--- src/rtl/core/assert_macros.svh ---
// Assertion macros used by the scanner top level.
`ifndef ASSERT_MACROS_SVH
`define ASSERT_MACROS_SVH

// Check that a property holds on every clock edge outside reset.
`define LMPRS_ASSERT(lbl, prop, msg) \
    lbl: assert property (@(posedge clk) disable iff (!rst_n) prop) else $error(msg);

// Check that a condition never occurs outside reset.
`define LMPRS_ASSERT_NEVER(lbl, cond, msg) \
    lbl: assert property (@(posedge clk) disable iff (!rst_n) !(cond)) else $error(msg);

`endif

--- src/rtl/core/lmprs_pkg.sv ---
// Shared types and constants of the LED matrix row scanner.
package lmprs_pkg;

    // Default geometry
    localparam int HALF_ROWS_DEF = 16;
    localparam int COLUMNS_DEF   = 64;

    // Fixed field widths
    localparam int PIX_W   = 24;
    localparam int PHASE_W = 4;
    localparam int CFG_INDEX_W = 1;
    localparam int CFG_DATA_W  = 1;

    // Item kinds
    localparam logic MODE_WRITE   = 1'b0;
    localparam logic MODE_ADVANCE = 1'b1;

    // Register indexes
    localparam logic [CFG_INDEX_W-1:0] REG_RED_OFF   = 1'b0;
    localparam logic [CFG_INDEX_W-1:0] REG_GREEN_OFF = 1'b1;

    // Controls for the column byte encoder
    typedef struct packed {
        logic [PHASE_W-1:0] phase;
        logic               red_off;
        logic               green_off;
    } enc_ctrl_t;

endpackage

--- src/rtl/core/lmprs_col_enc.sv ---
// Column byte encoder: PWM compare of one upper and one lower pixel.
module lmprs_col_enc
    import lmprs_pkg::*;
(
    input  logic [PIX_W-1:0] top_pix,
    input  logic [PIX_W-1:0] bot_pix,
    input  enc_ctrl_t        ctrl,
    output logic [7:0]       col_byte
);

    // value > phase*16+15 holds exactly when the high nibble exceeds phase
    function automatic logic lit(input logic [7:0] v, input logic [PHASE_W-1:0] ph);
        lit = (v[7:4] > ph);
    endfunction

    // Pack R1 G1 B1 R2 at bits 0..3, G2 B2 at bits 6..7
    always_comb
    begin
        col_byte    = 8'h00;
        col_byte[0] = !ctrl.red_off   && lit(top_pix[23:16], ctrl.phase);
        col_byte[1] = !ctrl.green_off && lit(top_pix[15:8], ctrl.phase);
        col_byte[2] = lit(top_pix[7:0], ctrl.phase);
        col_byte[3] = !ctrl.red_off   && lit(bot_pix[23:16], ctrl.phase);
        col_byte[6] = !ctrl.green_off && lit(bot_pix[15:8], ctrl.phase);
        col_byte[7] = lit(bot_pix[7:0], ctrl.phase);
    end

endmodule

--- config.mk ---
export PLATFORM = sky130hd
export DESIGN_NAME = lmprs_col_enc
export DESIGN_NICKNAME = d
export VERILOG_FILES = /design/src/rtl/core/assert_macros.svh /design/src/rtl/core/lmprs_pkg.sv /design/src/rtl/core/lmprs_col_enc.sv
export SDC_FILE = /design/constraint.sdc
export NUM_CORES = 1
export LEC_CHECK = 0
export ABC_AREA = 1
export BUFFER_PORTS_ARGS = -buffer_cell sky130_fd_sc_hd__buf_2
export CAP_MARGIN = 20
export CORE_MARGIN = 1
export CORE_UTILIZATION = 35
export DETAILED_ROUTE_END_ITERATION = 8
export GPL_ROUTABILITY_DRIVEN = 0
export PLACE_DENSITY = 0.82
export SETUP_SLACK_MARGIN = 0.15
export SYNTH_ARGS = -nofsm -noshare
export SYNTH_HDL_FRONTEND = slang
export SYNTH_SLANG_ARGS = --single-unit
--- constraint.sdc ---
create_clock -name vclk -period 1.1
set_input_delay 0.275 -clock vclk [all_inputs]
set_output_delay 0.275 -clock vclk [all_outputs]
set_load 0.02 [all_outputs]
Word level (Yosys, flattened, before mapping):

Index checks and enable logic that the tools add are counted.

* bits in registers: 0
* bits in latches: 0
* RAM bits: 0
* bits in read-only memories: 0
* bits of input ports: 54
* output and inout bits: 8
* word-level logic and storage cells: 12
* memories kept: 0

* add/sub/neg operators: 0
* multiply operators: 0
* div/mod/pow operators: 0
* order comparisons: 6
* eq/ne operators: 0
* shift-type cells: 0
* mux-type cells: 0
* bitwise logic cells: 0
* reduce and logical (&&, ||, !) cells: 6

Operators by type and width (count)
* greater-than comparator 4 bit: 6
* logical AND 1 bit: 4
* logical NOT 1 bit: 2

Longest topological paths before layout:

Gate-level depths: netlist (run 1).

* depth in word-level cells: 2
* depth in mapped cells: 7
* mapped depth without buffers: 7

Least setup slack after synthesis (run 1):

OpenSTA, ideal clock, no wires.

* path type: input to output
* start: in ctrl[5] in the netlist's numbering
* end: out col_byte[1]
* arrival: 1154 ps
* required time: 825 ps
* path slack: -329 ps
* stages: 5
* path buffers: 0
* path through: inv_1 ha_1 nand2_1 o21ai_0 a21oi_1

* cells in the longest elaborated chain, start to end: 2

Ends and longest elaborated chain
* start: declaration: line lmprs_col_enc.sv:7 `input enc_ctrl_t ctrl,`
* greater-than comparator 4 bit: line lmprs_col_enc.sv:13 `lit = (v[7:4] > ph);`
* logical AND 1 bit: line lmprs_col_enc.sv:21 `col_byte[1] = !ctrl.green_off && lit(top_pix[15:8], ctrl.phase);`
* end: declaration: line lmprs_col_enc.sv:8 `output logic [7:0] col_byte`

No other way between the ends.

Final worst setup path (run 1):

* start: in ctrl[3] in the netlist's numbering
* end: out col_byte[3]

* cells in the longest elaborated chain, start to end: 2

Ends and longest elaborated chain
* greater-than comparator 4 bit: line lmprs_col_enc.sv:13
* logical AND 1 bit: line lmprs_col_enc.sv:23 `col_byte[3] = !ctrl.red_off && lit(bot_pix[23:16], ctrl.phase);`

No other way between the ends.

==> out/results.txt, run 1 <==
Top Metal Used = met3
Final setup fails = 6
Synth Warn # = 0
Initial antenna violation count = 0
Net Switching = 0.2443 mW
Vias/cell = 4.604
Max-cap violations = 0
Initial Util = 39.40%
Wire length on met3 = 35 um
Hold Worst Slack = 903.2 ps
Critical Path RT = 820 ps
WL final = 1665 um
Netlist cell types = 8
Gr ovfl total = 0
Cell area after synthesis = 628.1 um^2
Synthesized instance count = 104
Number of iterations in the first detailed-routing pass = 4
Die width = 44.36 um
CP Class = input pin to output pin
Clock power share = 0%
Sequential element share of the synthesized area = 0%
Area growth syn-to-layout = 66.33%
WL/cell = 10.15 um
Register area = 0 um^2
Row cnt = 14
Met2 WL post-DR = 1035 um
Total chip power = 0.4642 mW
Share of the synthesized area in the top cell type = 47.81%
Die area = 1968 um^2
Switching part of the total = 52.63%
Cell taking the most area after synthesis = ha_1
Nets = 220
Final worst path period need = 1549 ps
P_int = 0.2199 mW
Mean Syn Cell Area = 6.039 um^2
Share of cells above drive strength 1 = 49.29%
Max VDD drop = 271.4 uV
Failing checks = negative setup slack
Most frequent cell after synthesis = nand2_1
Final WS setup = -449.2 ps
Crit path arrival time = 1270 ps
Fmax achieved = 0.6455 GHz
Die span in y = 44.36 um
Initial DRC count = 3
M1 wire length = 593 um
First-pass GRT wire length = 2670 um
Status = complete, but fails checks
Core area = 1594 um^2
I/O pin count = 62
Final Cycle Share = 140.8%
Final slew viol count = 0
Sequential Power Share = 0%
# clk buffers = 0
Crit start category = input pin
Vias in the first global route = 688
Via count = 755
Cts hold-fix bufs = 0
RSZ-0062 raised after global routing = yes
Setup crit end kind = output pin
Hold EP = col_byte[3]
Leak Pwr = 0.5974 nW
Seq cells = 0
CP Max Fanout = 6
PD cells = 444.4 nW/um^2
Post-synth top cells = nand2_1, inv_1, ha_1, a21oi_1, o21ai_0
DRT antenna net count = 0
Dpl hpwl = 1311 um
Hold path depth = 5
Logic pwr share = 100.0%
ANT cells = 0
Drt drc = 0
Largest net degree at the start of global routing = 7
Port-buffer cells = 36
Final Hold Fails = 0
Type of the tightest min-delay check = input pin to output pin
Area contributors post-synth = ha_1, nand2_1, inv_1
Hold_sp = ctrl[1]
Total Routing Usage GR = 17.91%
==> power by group through the flow <==
| stage | sequential (mW) | clock (mW) | combinational (mW) |
|---|---|---|---|
| after floorplan | 0 | 0 | 0.241 |
| after global placement | 0 | 0 | 0.334 |
| after detailed placement | 0 | 0 | 0.353 |
| after CTS | 0 | 0 | 0.435 |
| after global routing | 0 | 0 | 0.523 |
| final | 0 | 0 | 0.464 |
==> metal layers <==
metal	GRT usage (%)	vias up
li1	-	394
met1	17.32	345
met2	41.18	16
met3	0.4082	0
met4	1.212	0
met5	0	-
==> cells by family after synthesis <==
| logic type | count (synthesis) | synth area share [%] |
|---|---|---|
| AND/OR/NAND/NOR | 32 | 19.12 |
| buffers and inverters | 31 | 19.72 |
| adder cells (fa/ha/maj) | 24 | 47.81 |
| AO/OA/AOI/OAI | 16 | 12.75 |
| other | 1 | 0.5970 |
==> stage by stage <==
step                util [%]  std cells  worst slack [ps]  instance area [um^2]  setup TNS, ps
floorplan                  -        105            -228.8                 669.4          -1276
global placement       54.24        163            -457.1                 864.6          -2661
detailed placement     54.24        163            -515.6                 864.6          -2924
CTS                    63.50        164            -471.6                  1012          -2586
global route           65.54        164            -506.1                  1045          -2917
finish                 65.54        164            -449.2                  1045          -2609
==> placed cells by master (no fill, tap or decap), types with 3 or more instances in the layout <==
cell     instances
nand2_2         14
ha_1            18
a21oi_2          6
buf_4            3
buf_2           29
inv_1           27
a21oi_1          4
buf_6            4
ha_4             6
o21ai_1          3
nand2_1         16
==> how the worst max path moves through the flow <==
stage                 start  cells after the start  slack, ps          end
finish              ctrl[3]                      9       -450  col_byte[3]
global route        ctrl[3]                      9       -510  col_byte[3]
CTS                 ctrl[3]                      9       -470  col_byte[1]
detailed placement  ctrl[5]                      6       -520  col_byte[2]
global placement    ctrl[5]                      6       -460  col_byte[2]
floorplan           ctrl[5]                      5       -230  col_byte[1]
==> final cells by class <==
type,instances,area [um^2]
Multi-Input combinational cell,74,669.4
Fill cell,158,549.3
Timing Repair Buffer,37,232.7
Inverter,29,112.6
Tap cell,24,30.03
==> repair_timing <==
item / CTS / global route
resized for setup: 28 / 12
pin swaps: 6 / 4
buffers inserted: 1 / 0
hold endpoints to repair: 0 / 0
endpoints found under the setup margin: 6 / 6
==> critical path, cell delays in order <==
cell	delay [ps]
buf_6	70
clkinvlp_4	80
buf_12	150
ha_4	270
nand2_2	40
nand2_1	60
nand2_1	60
a21oi_2	110
buf_4	140
(Power assumes the default switching activity.)
==> run 2, diff against run 1 <==
--- a/config.mk
+++ b/config.mk
@@ -12,7 +12,8 @@
 export CORE_UTILIZATION = 35
 export DETAILED_ROUTE_END_ITERATION = 8
 export GPL_ROUTABILITY_DRIVEN = 0
-export PLACE_DENSITY = 0.82
+export PLACE_DENSITY = 0.79
+export RECOVER_POWER = 50
 export SETUP_SLACK_MARGIN = 0.15
 export SYNTH_ARGS = -nofsm -noshare
 export SYNTH_HDL_FRONTEND = slang
==> constraint.sdc (replaced) <==
create_clock -name vclk -period 1.6
set_input_delay 0.4 -clock vclk [all_inputs]
set_output_delay 0.4 -clock vclk [all_outputs]
set_load 0.02 [all_outputs]
==> run 2 against run 1 <==
Effect of this change: the flow still finishes with violations (negative setup slack); flip-flop and latch count did not move; core utilization fell by 0.86 points; power fell by 34%; count of clock-buffer cells in the layout is the same; largest cell class unchanged.
==> out/results.txt, run 2 (synthesis gave the netlist of run 1 again) <==
Final worst path period need = 1825 ps
Type of the tightest min-delay check = input pin to output pin (unchanged)
Max VDD drop = 177.4 uV (was 271.4 uV)
Number of iterations in the first detailed-routing pass = 2 (was 4)
Core area = 1594 um^2 (unchanged)
Largest net degree at the start of global routing = 7 (unchanged)
Gr ovfl total = 0 (unchanged)
Max-cap violations = 0 (unchanged)
Finished Layout Cells = 165 (was 164)
Total Routing Usage GR = 15.82% (was 17.91%)
Initial DRC count = 2 (was 3)
Final Cycle Share = 114.0%
Die span in y = 44.36 um (unchanged)
Drt drc = 0 (unchanged)
Share of cells above drive strength 1 = 43.97% (was 49.29%)
CP Max Fanout = 5 (was 6)
Via count = 700 (was 755)
CP Class = input pin to output pin (unchanged)
Cts hold-fix bufs = 0 (unchanged)
Final WS setup = -224.6 ps (was -449.2 ps)
Setup crit end kind = output pin (unchanged)
Crit path arrival time = 1420 ps (was 1270 ps)
Util after Layout = 64.68% (was 65.54%)
Placed Cells incl. Taps = 163 (unchanged)
Critical Path RT = 1200 ps (was 820 ps)
PD cells = 295.1 nW/um^2 (was 444.4 nW/um^2)
Most frequent cell on the critical path = nand2_1 (unchanged)
Status = complete, but fails checks (unchanged)
Crit-path cells = buf_8, clkinvlp_4, buf_12, ha_4, nand2_2, nand2_1, nand2_1, a21oi_2, buf_4 (was buf_6, clkinvlp_4, buf_12, ha_4, nand2_2, nand2_1, nand2_1, a21oi_2, buf_4)
# clk buffers = 0 (unchanged)
Seq cells = 0 (unchanged)
M1 wire length = 584 um (was 593 um)
Top Metal Used = met3 (unchanged)
Initial antenna violation count = 0 (unchanged)
I/O pin count = 62 (unchanged)
Register area = 0 um^2 (unchanged)
Final setup fails = 6 (unchanged)
Met2 WL post-DR = 885 um (was 1035 um)
Most frequent cells in the layout = buf_2, inv_1, nand2_1, ha_1, nand2_2 (was buf_2, inv_1, ha_1, nand2_1, nand2_2)
Port-buffer cells = 36 (unchanged)
CP top delay family = buffers and inverters (unchanged)
Final Hold Fails = 0 (unchanged)
Initial Util = 39.40% (unchanged)
Area growth syn-to-layout = 64.14% (was 66.33%)
First-pass GRT wire length = 2380 um (was 2670 um)
WL/cell = 9.133 um (was 10.15 um)
Wire length on met3 = 36 um (was 35 um)
RSZ-0062 raised after global routing = yes (unchanged)
Fmax achieved = 0.5481 GHz
Die area = 1968 um^2 (unchanged)
Crit start category = input pin (unchanged)
Final slew viol count = 0 (unchanged)
Max incr delay on CP = 270 ps (about the same)
DRT antenna net count = 0 (unchanged)
Worst Path Buf+Inv = 4 (unchanged)
Leak Pwr = 0.6004 nW (was 0.5974 nW)
Die width = 44.36 um (unchanged)
Vias/cell = 4.242 (was 4.604)
Commonest non-fill, non-tap cell in the layout = buf_2 (unchanged)
Failing checks = negative setup slack (unchanged)
Row cnt = 14 (unchanged)
Dpl hpwl = 1155 um (was 1311 um)
Slowest cell on crit path = ha_4 (unchanged)
Post-route setup TNS = -1138 ps (was -2609 ps)
Vias in the first global route = 641 (was 688)
ANT cells = 0 (unchanged)
WL final = 1507 um (was 1665 um)
Nets = 221 (was 220)
-- run 2: cell types whose count changed in the layout (fill, tap and decap cells not counted) --
cell	previous run	this run
nand2_1	16	22
nand2_2	14	8
buf_4	3	5
buf_6	4	2
buf_8	0	1
nor2_1	1	2
nor2_2	1	0
o21ai_1	3	4
o21ai_2	1	0
-- run 2: power breakdown --
part / internal, mW / switching (mW)
combinational: 0.147 / 0.157
sequential: 0 / 0
clock: 0 / 0
-- run 2: layout make-up --
cell class                 count  area (um^2)
inverter                      29        112.6
multi-input combinational     74        648.1
timing repair buffer          38        240.2
tap                           24        30.03
fill                         145        563.0
-- run 2: timing repair --
action | CTS | global route
buffers inserted | 2 | 0
pin swaps | 5 | 4
setup endpoints to repair | 6 | 6
resized for setup | 26 | 6
-- run 2: worst paths after layout --
| kind | start | end | slack [ps] | depth (start not counted) |
|---|---|---|---|---|
| worst min-delay path | ctrl[0] | col_byte[1] | 1190 | 5 |
| worst max-delay path | ctrl[3] | col_byte[3] | -220 | 9 |
-- run 2: per-layer routing --
layer,up-vias,global-route usage (%)
met3,0,0
met5,-,0
met2,17,33.53
li1,393,-
met1,290,17.32
met4,0,2.424
-- run 2: metrics by stage --
step           total power, mW  instance area, um^2  worst slack (ps)  hold WS, ps
6_report                0.3043                 1031            -224.6         1186
5_1_grt                 0.3430                 1031            -278.0         1214
4_1_cts                 0.2941                 1013            -212.2         1189
3_5_place_dp            0.2393                864.6            -234.8         1186
3_3_place_gp            0.2278                864.6            -236.2         1178
2_1_floorplan           0.1657                669.4             21.19        973.0
==> run 3, diff against run 2 <==
--- a/config.mk
+++ b/config.mk
@@ -14,6 +14,7 @@
 export GPL_ROUTABILITY_DRIVEN = 0
 export PLACE_DENSITY = 0.79
 export RECOVER_POWER = 50
+export REMOVE_ABC_BUFFERS = 1
 export SETUP_SLACK_MARGIN = 0.15
 export SYNTH_ARGS = -nofsm -noshare
 export SYNTH_HDL_FRONTEND = slang
==> run 3 against run 2 <==
Effect of this change: the run still ends with negative setup slack left; design area is 19% higher; sequential share of layout area unchanged; via count rose by 9.4%.
==> out/results.txt, run 3 (synthesis gave the netlist of run 1 again) <==
Status = complete, but fails checks (unchanged)
Failing checks = negative setup slack (unchanged)
PD cells = 309.0 nW/um^2 (was 295.1 nW/um^2)
Cts hold-fix bufs = 0 (unchanged)
Nets = 219 (was 221)
Initial DRC count = 6 (was 2)
WL/cell = 12.23 um (was 9.133 um)
Final setup fails = 6 (unchanged)
Switching part of the total = 51.84% (was 51.57%)
Final Cycle Share = 105.7% (was 114.0%)
Fin area = 1229 um^2 (was 1031 um^2)
Logic pwr share = 100.0% (about the same)
Initial Util = 39.40% (unchanged)
Hold EP = col_byte[1] (unchanged)
Max incr delay on CP = 260 ps (was 270 ps)
Most frequent cell on the critical path = nand2_1 (unchanged)
Total Routing Usage GR = 19.50% (was 15.82%)
Most frequent cells in the layout = buf_2, inv_1, nand2_1, ha_4, nand2_2 (was buf_2, inv_1, nand2_1, ha_1, nand2_2)
Vias/cell = 4.699 (was 4.242)
Vias in the first global route = 681 (was 641)
Crit start category = input pin (unchanged)
Post-CTS setup buffers = 0 (was 2)
Type of the tightest min-delay check = input pin to output pin (unchanged)
Largest net degree at the start of global routing = 7 (unchanged)
Port-buffer cells = 36 (unchanged)
Max-cap violations = 0 (unchanged)
Util after Layout = 77.08% (was 64.68%)
Critical Path Start = ctrl[5] (was ctrl[3])
Worst Path Buf+Inv = 4 (unchanged)
Net Switching = 0.1968 mW (was 0.1569 mW)
Critical Path RT = 1200 ps (about the same)
Register area = 0 um^2 (unchanged)
Row cnt = 14 (unchanged)
Number of iterations in the first detailed-routing pass = 3 (was 2)
Final WS setup = -91.20 ps (was -224.6 ps)
Commonest non-fill, non-tap cell in the layout = buf_2 (unchanged)
I/O pin count = 62 (unchanged)
CP Max Fanout = 6 (was 5)
Die span in y = 44.36 um (unchanged)
Area growth syn-to-layout = 95.62% (was 64.14%)
DRT antenna net count = 0 (unchanged)
Share of cells above drive strength 1 = 57.55% (was 43.97%)
Drt drc = 0 (unchanged)
Via count = 766 (was 700)
Sequential Power Share = 0% (about the same)
CP top delay family = buffers and inverters (unchanged)
Leak Pwr = 0.6144 nW (was 0.6004 nW)
Slowest cell on crit path = ha_4 (unchanged)
Seq cells = 0 (unchanged)
Initial antenna violation count = 0 (unchanged)
Dpl hpwl = 1129 um (was 1155 um)
Clock power share = 0% (about the same)
P_int = 0.1828 mW (was 0.1474 mW)
Total chip power = 0.3796 mW (was 0.3043 mW)
Die width = 44.36 um (unchanged)
First-pass GRT wire length = 2835 um (was 2380 um)
Setup crit end kind = output pin (unchanged)
Post-route setup TNS = -311.9 ps (was -1138 ps)
Core area = 1594 um^2 (unchanged)
ANT cells = 0 (unchanged)
Hold_sp = ctrl[0] (unchanged)
Final slew viol count = 0 (unchanged)
Cell area after placement = 827.0 um^2 (was 864.6 um^2)
Max VDD drop = 193.3 uV (was 177.4 uV)
CP Class = input pin to output pin (unchanged)
Gr ovfl total = 0 (unchanged)
Final Hold Fails = 0 (unchanged)
Die area = 1968 um^2 (unchanged)
Crit-path cells = buf_8, inv_12, ha_4, nand2_1, inv_1, nand2_1, a21oi_2, buf_4 (was buf_8, clkinvlp_4, buf_12, ha_4, nand2_2, nand2_1, nand2_1, a21oi_2, buf_4)
Final worst path period need = 1691 ps (was 1825 ps)
WL final = 1994 um (was 1507 um)
Fmax achieved = 0.5913 GHz (was 0.5481 GHz)
Crit path arrival time = 1290 ps (was 1420 ps)
Hold Worst Slack = 1160 ps (was 1186 ps)
# clk buffers = 0 (unchanged)
RSZ-0062 raised after global routing = yes (unchanged)
Hold path depth = 5 (unchanged)
[run 3: cell count changes in the layout (fill, tap and decap cells not counted), moves of 2 or more]
cell     previous run  this run
buf_2              29        26
buf_8               1         3
ha_4                6        19
inv_1              27        23
ha_1               18         5
nand2_1            22        19
nand2_4             0         3
inv_2               1         3
a21oi_4             2         0
o21ai_1             4         2
inv_12              0         2
[run 3: per-stage QoR]
stage,setup slack [ps],cells
2_1_floorplan,-78.85,103
3_3_place_gp,-230.6,163
3_5_place_dp,-223.7,163
4_1_cts,-46.34,163
5_1_grt,-119.7,163
6_report,-91.20,163
[run 3: cell type report]
class	instances	area, um^2
multi-input combinational	74	818.3
fill	98	365.4
timing repair buffer	36	239.0
inverter	29	141.4
tap	24	30.03
[run 3: power by group through the flow]
stage                     registers, mW  clock network (mW)  logic, mW
after floorplan                       0                   0      0.143
after global placement                0                   0      0.211
after detailed placement              0                   0      0.219
after CTS                             0                   0      0.311
after global routing                  0                   0      0.419
final                                 0                   0      0.380
[run 3: how the worst max path moves through the flow]
stage,end,depth (start not counted)
after global placement,col_byte[6],7
after detailed placement,col_byte[6],7
final,col_byte[3],8
after CTS,col_byte[0],8
after global routing,col_byte[3],8
after floorplan,col_byte[1],5
[run 3: per-layer routing]
metal | vias up | track usage [%] | routed length [um]
li1 | 390 | - | -
met1 | 347 | 19.51 | 757
met2 | 25 | 42.35 | 1118
met3 | 4 | 0.4082 | 73
met4 | 0 | 4.848 | 44
met5 | - | 0 | 0
[run 3: repair_timing]
item | 4_1_cts | 5_1_grt
pin swaps | 16 | 19
gates resized for setup | 54 | 26
endpoints found under the setup margin | 6 | 6
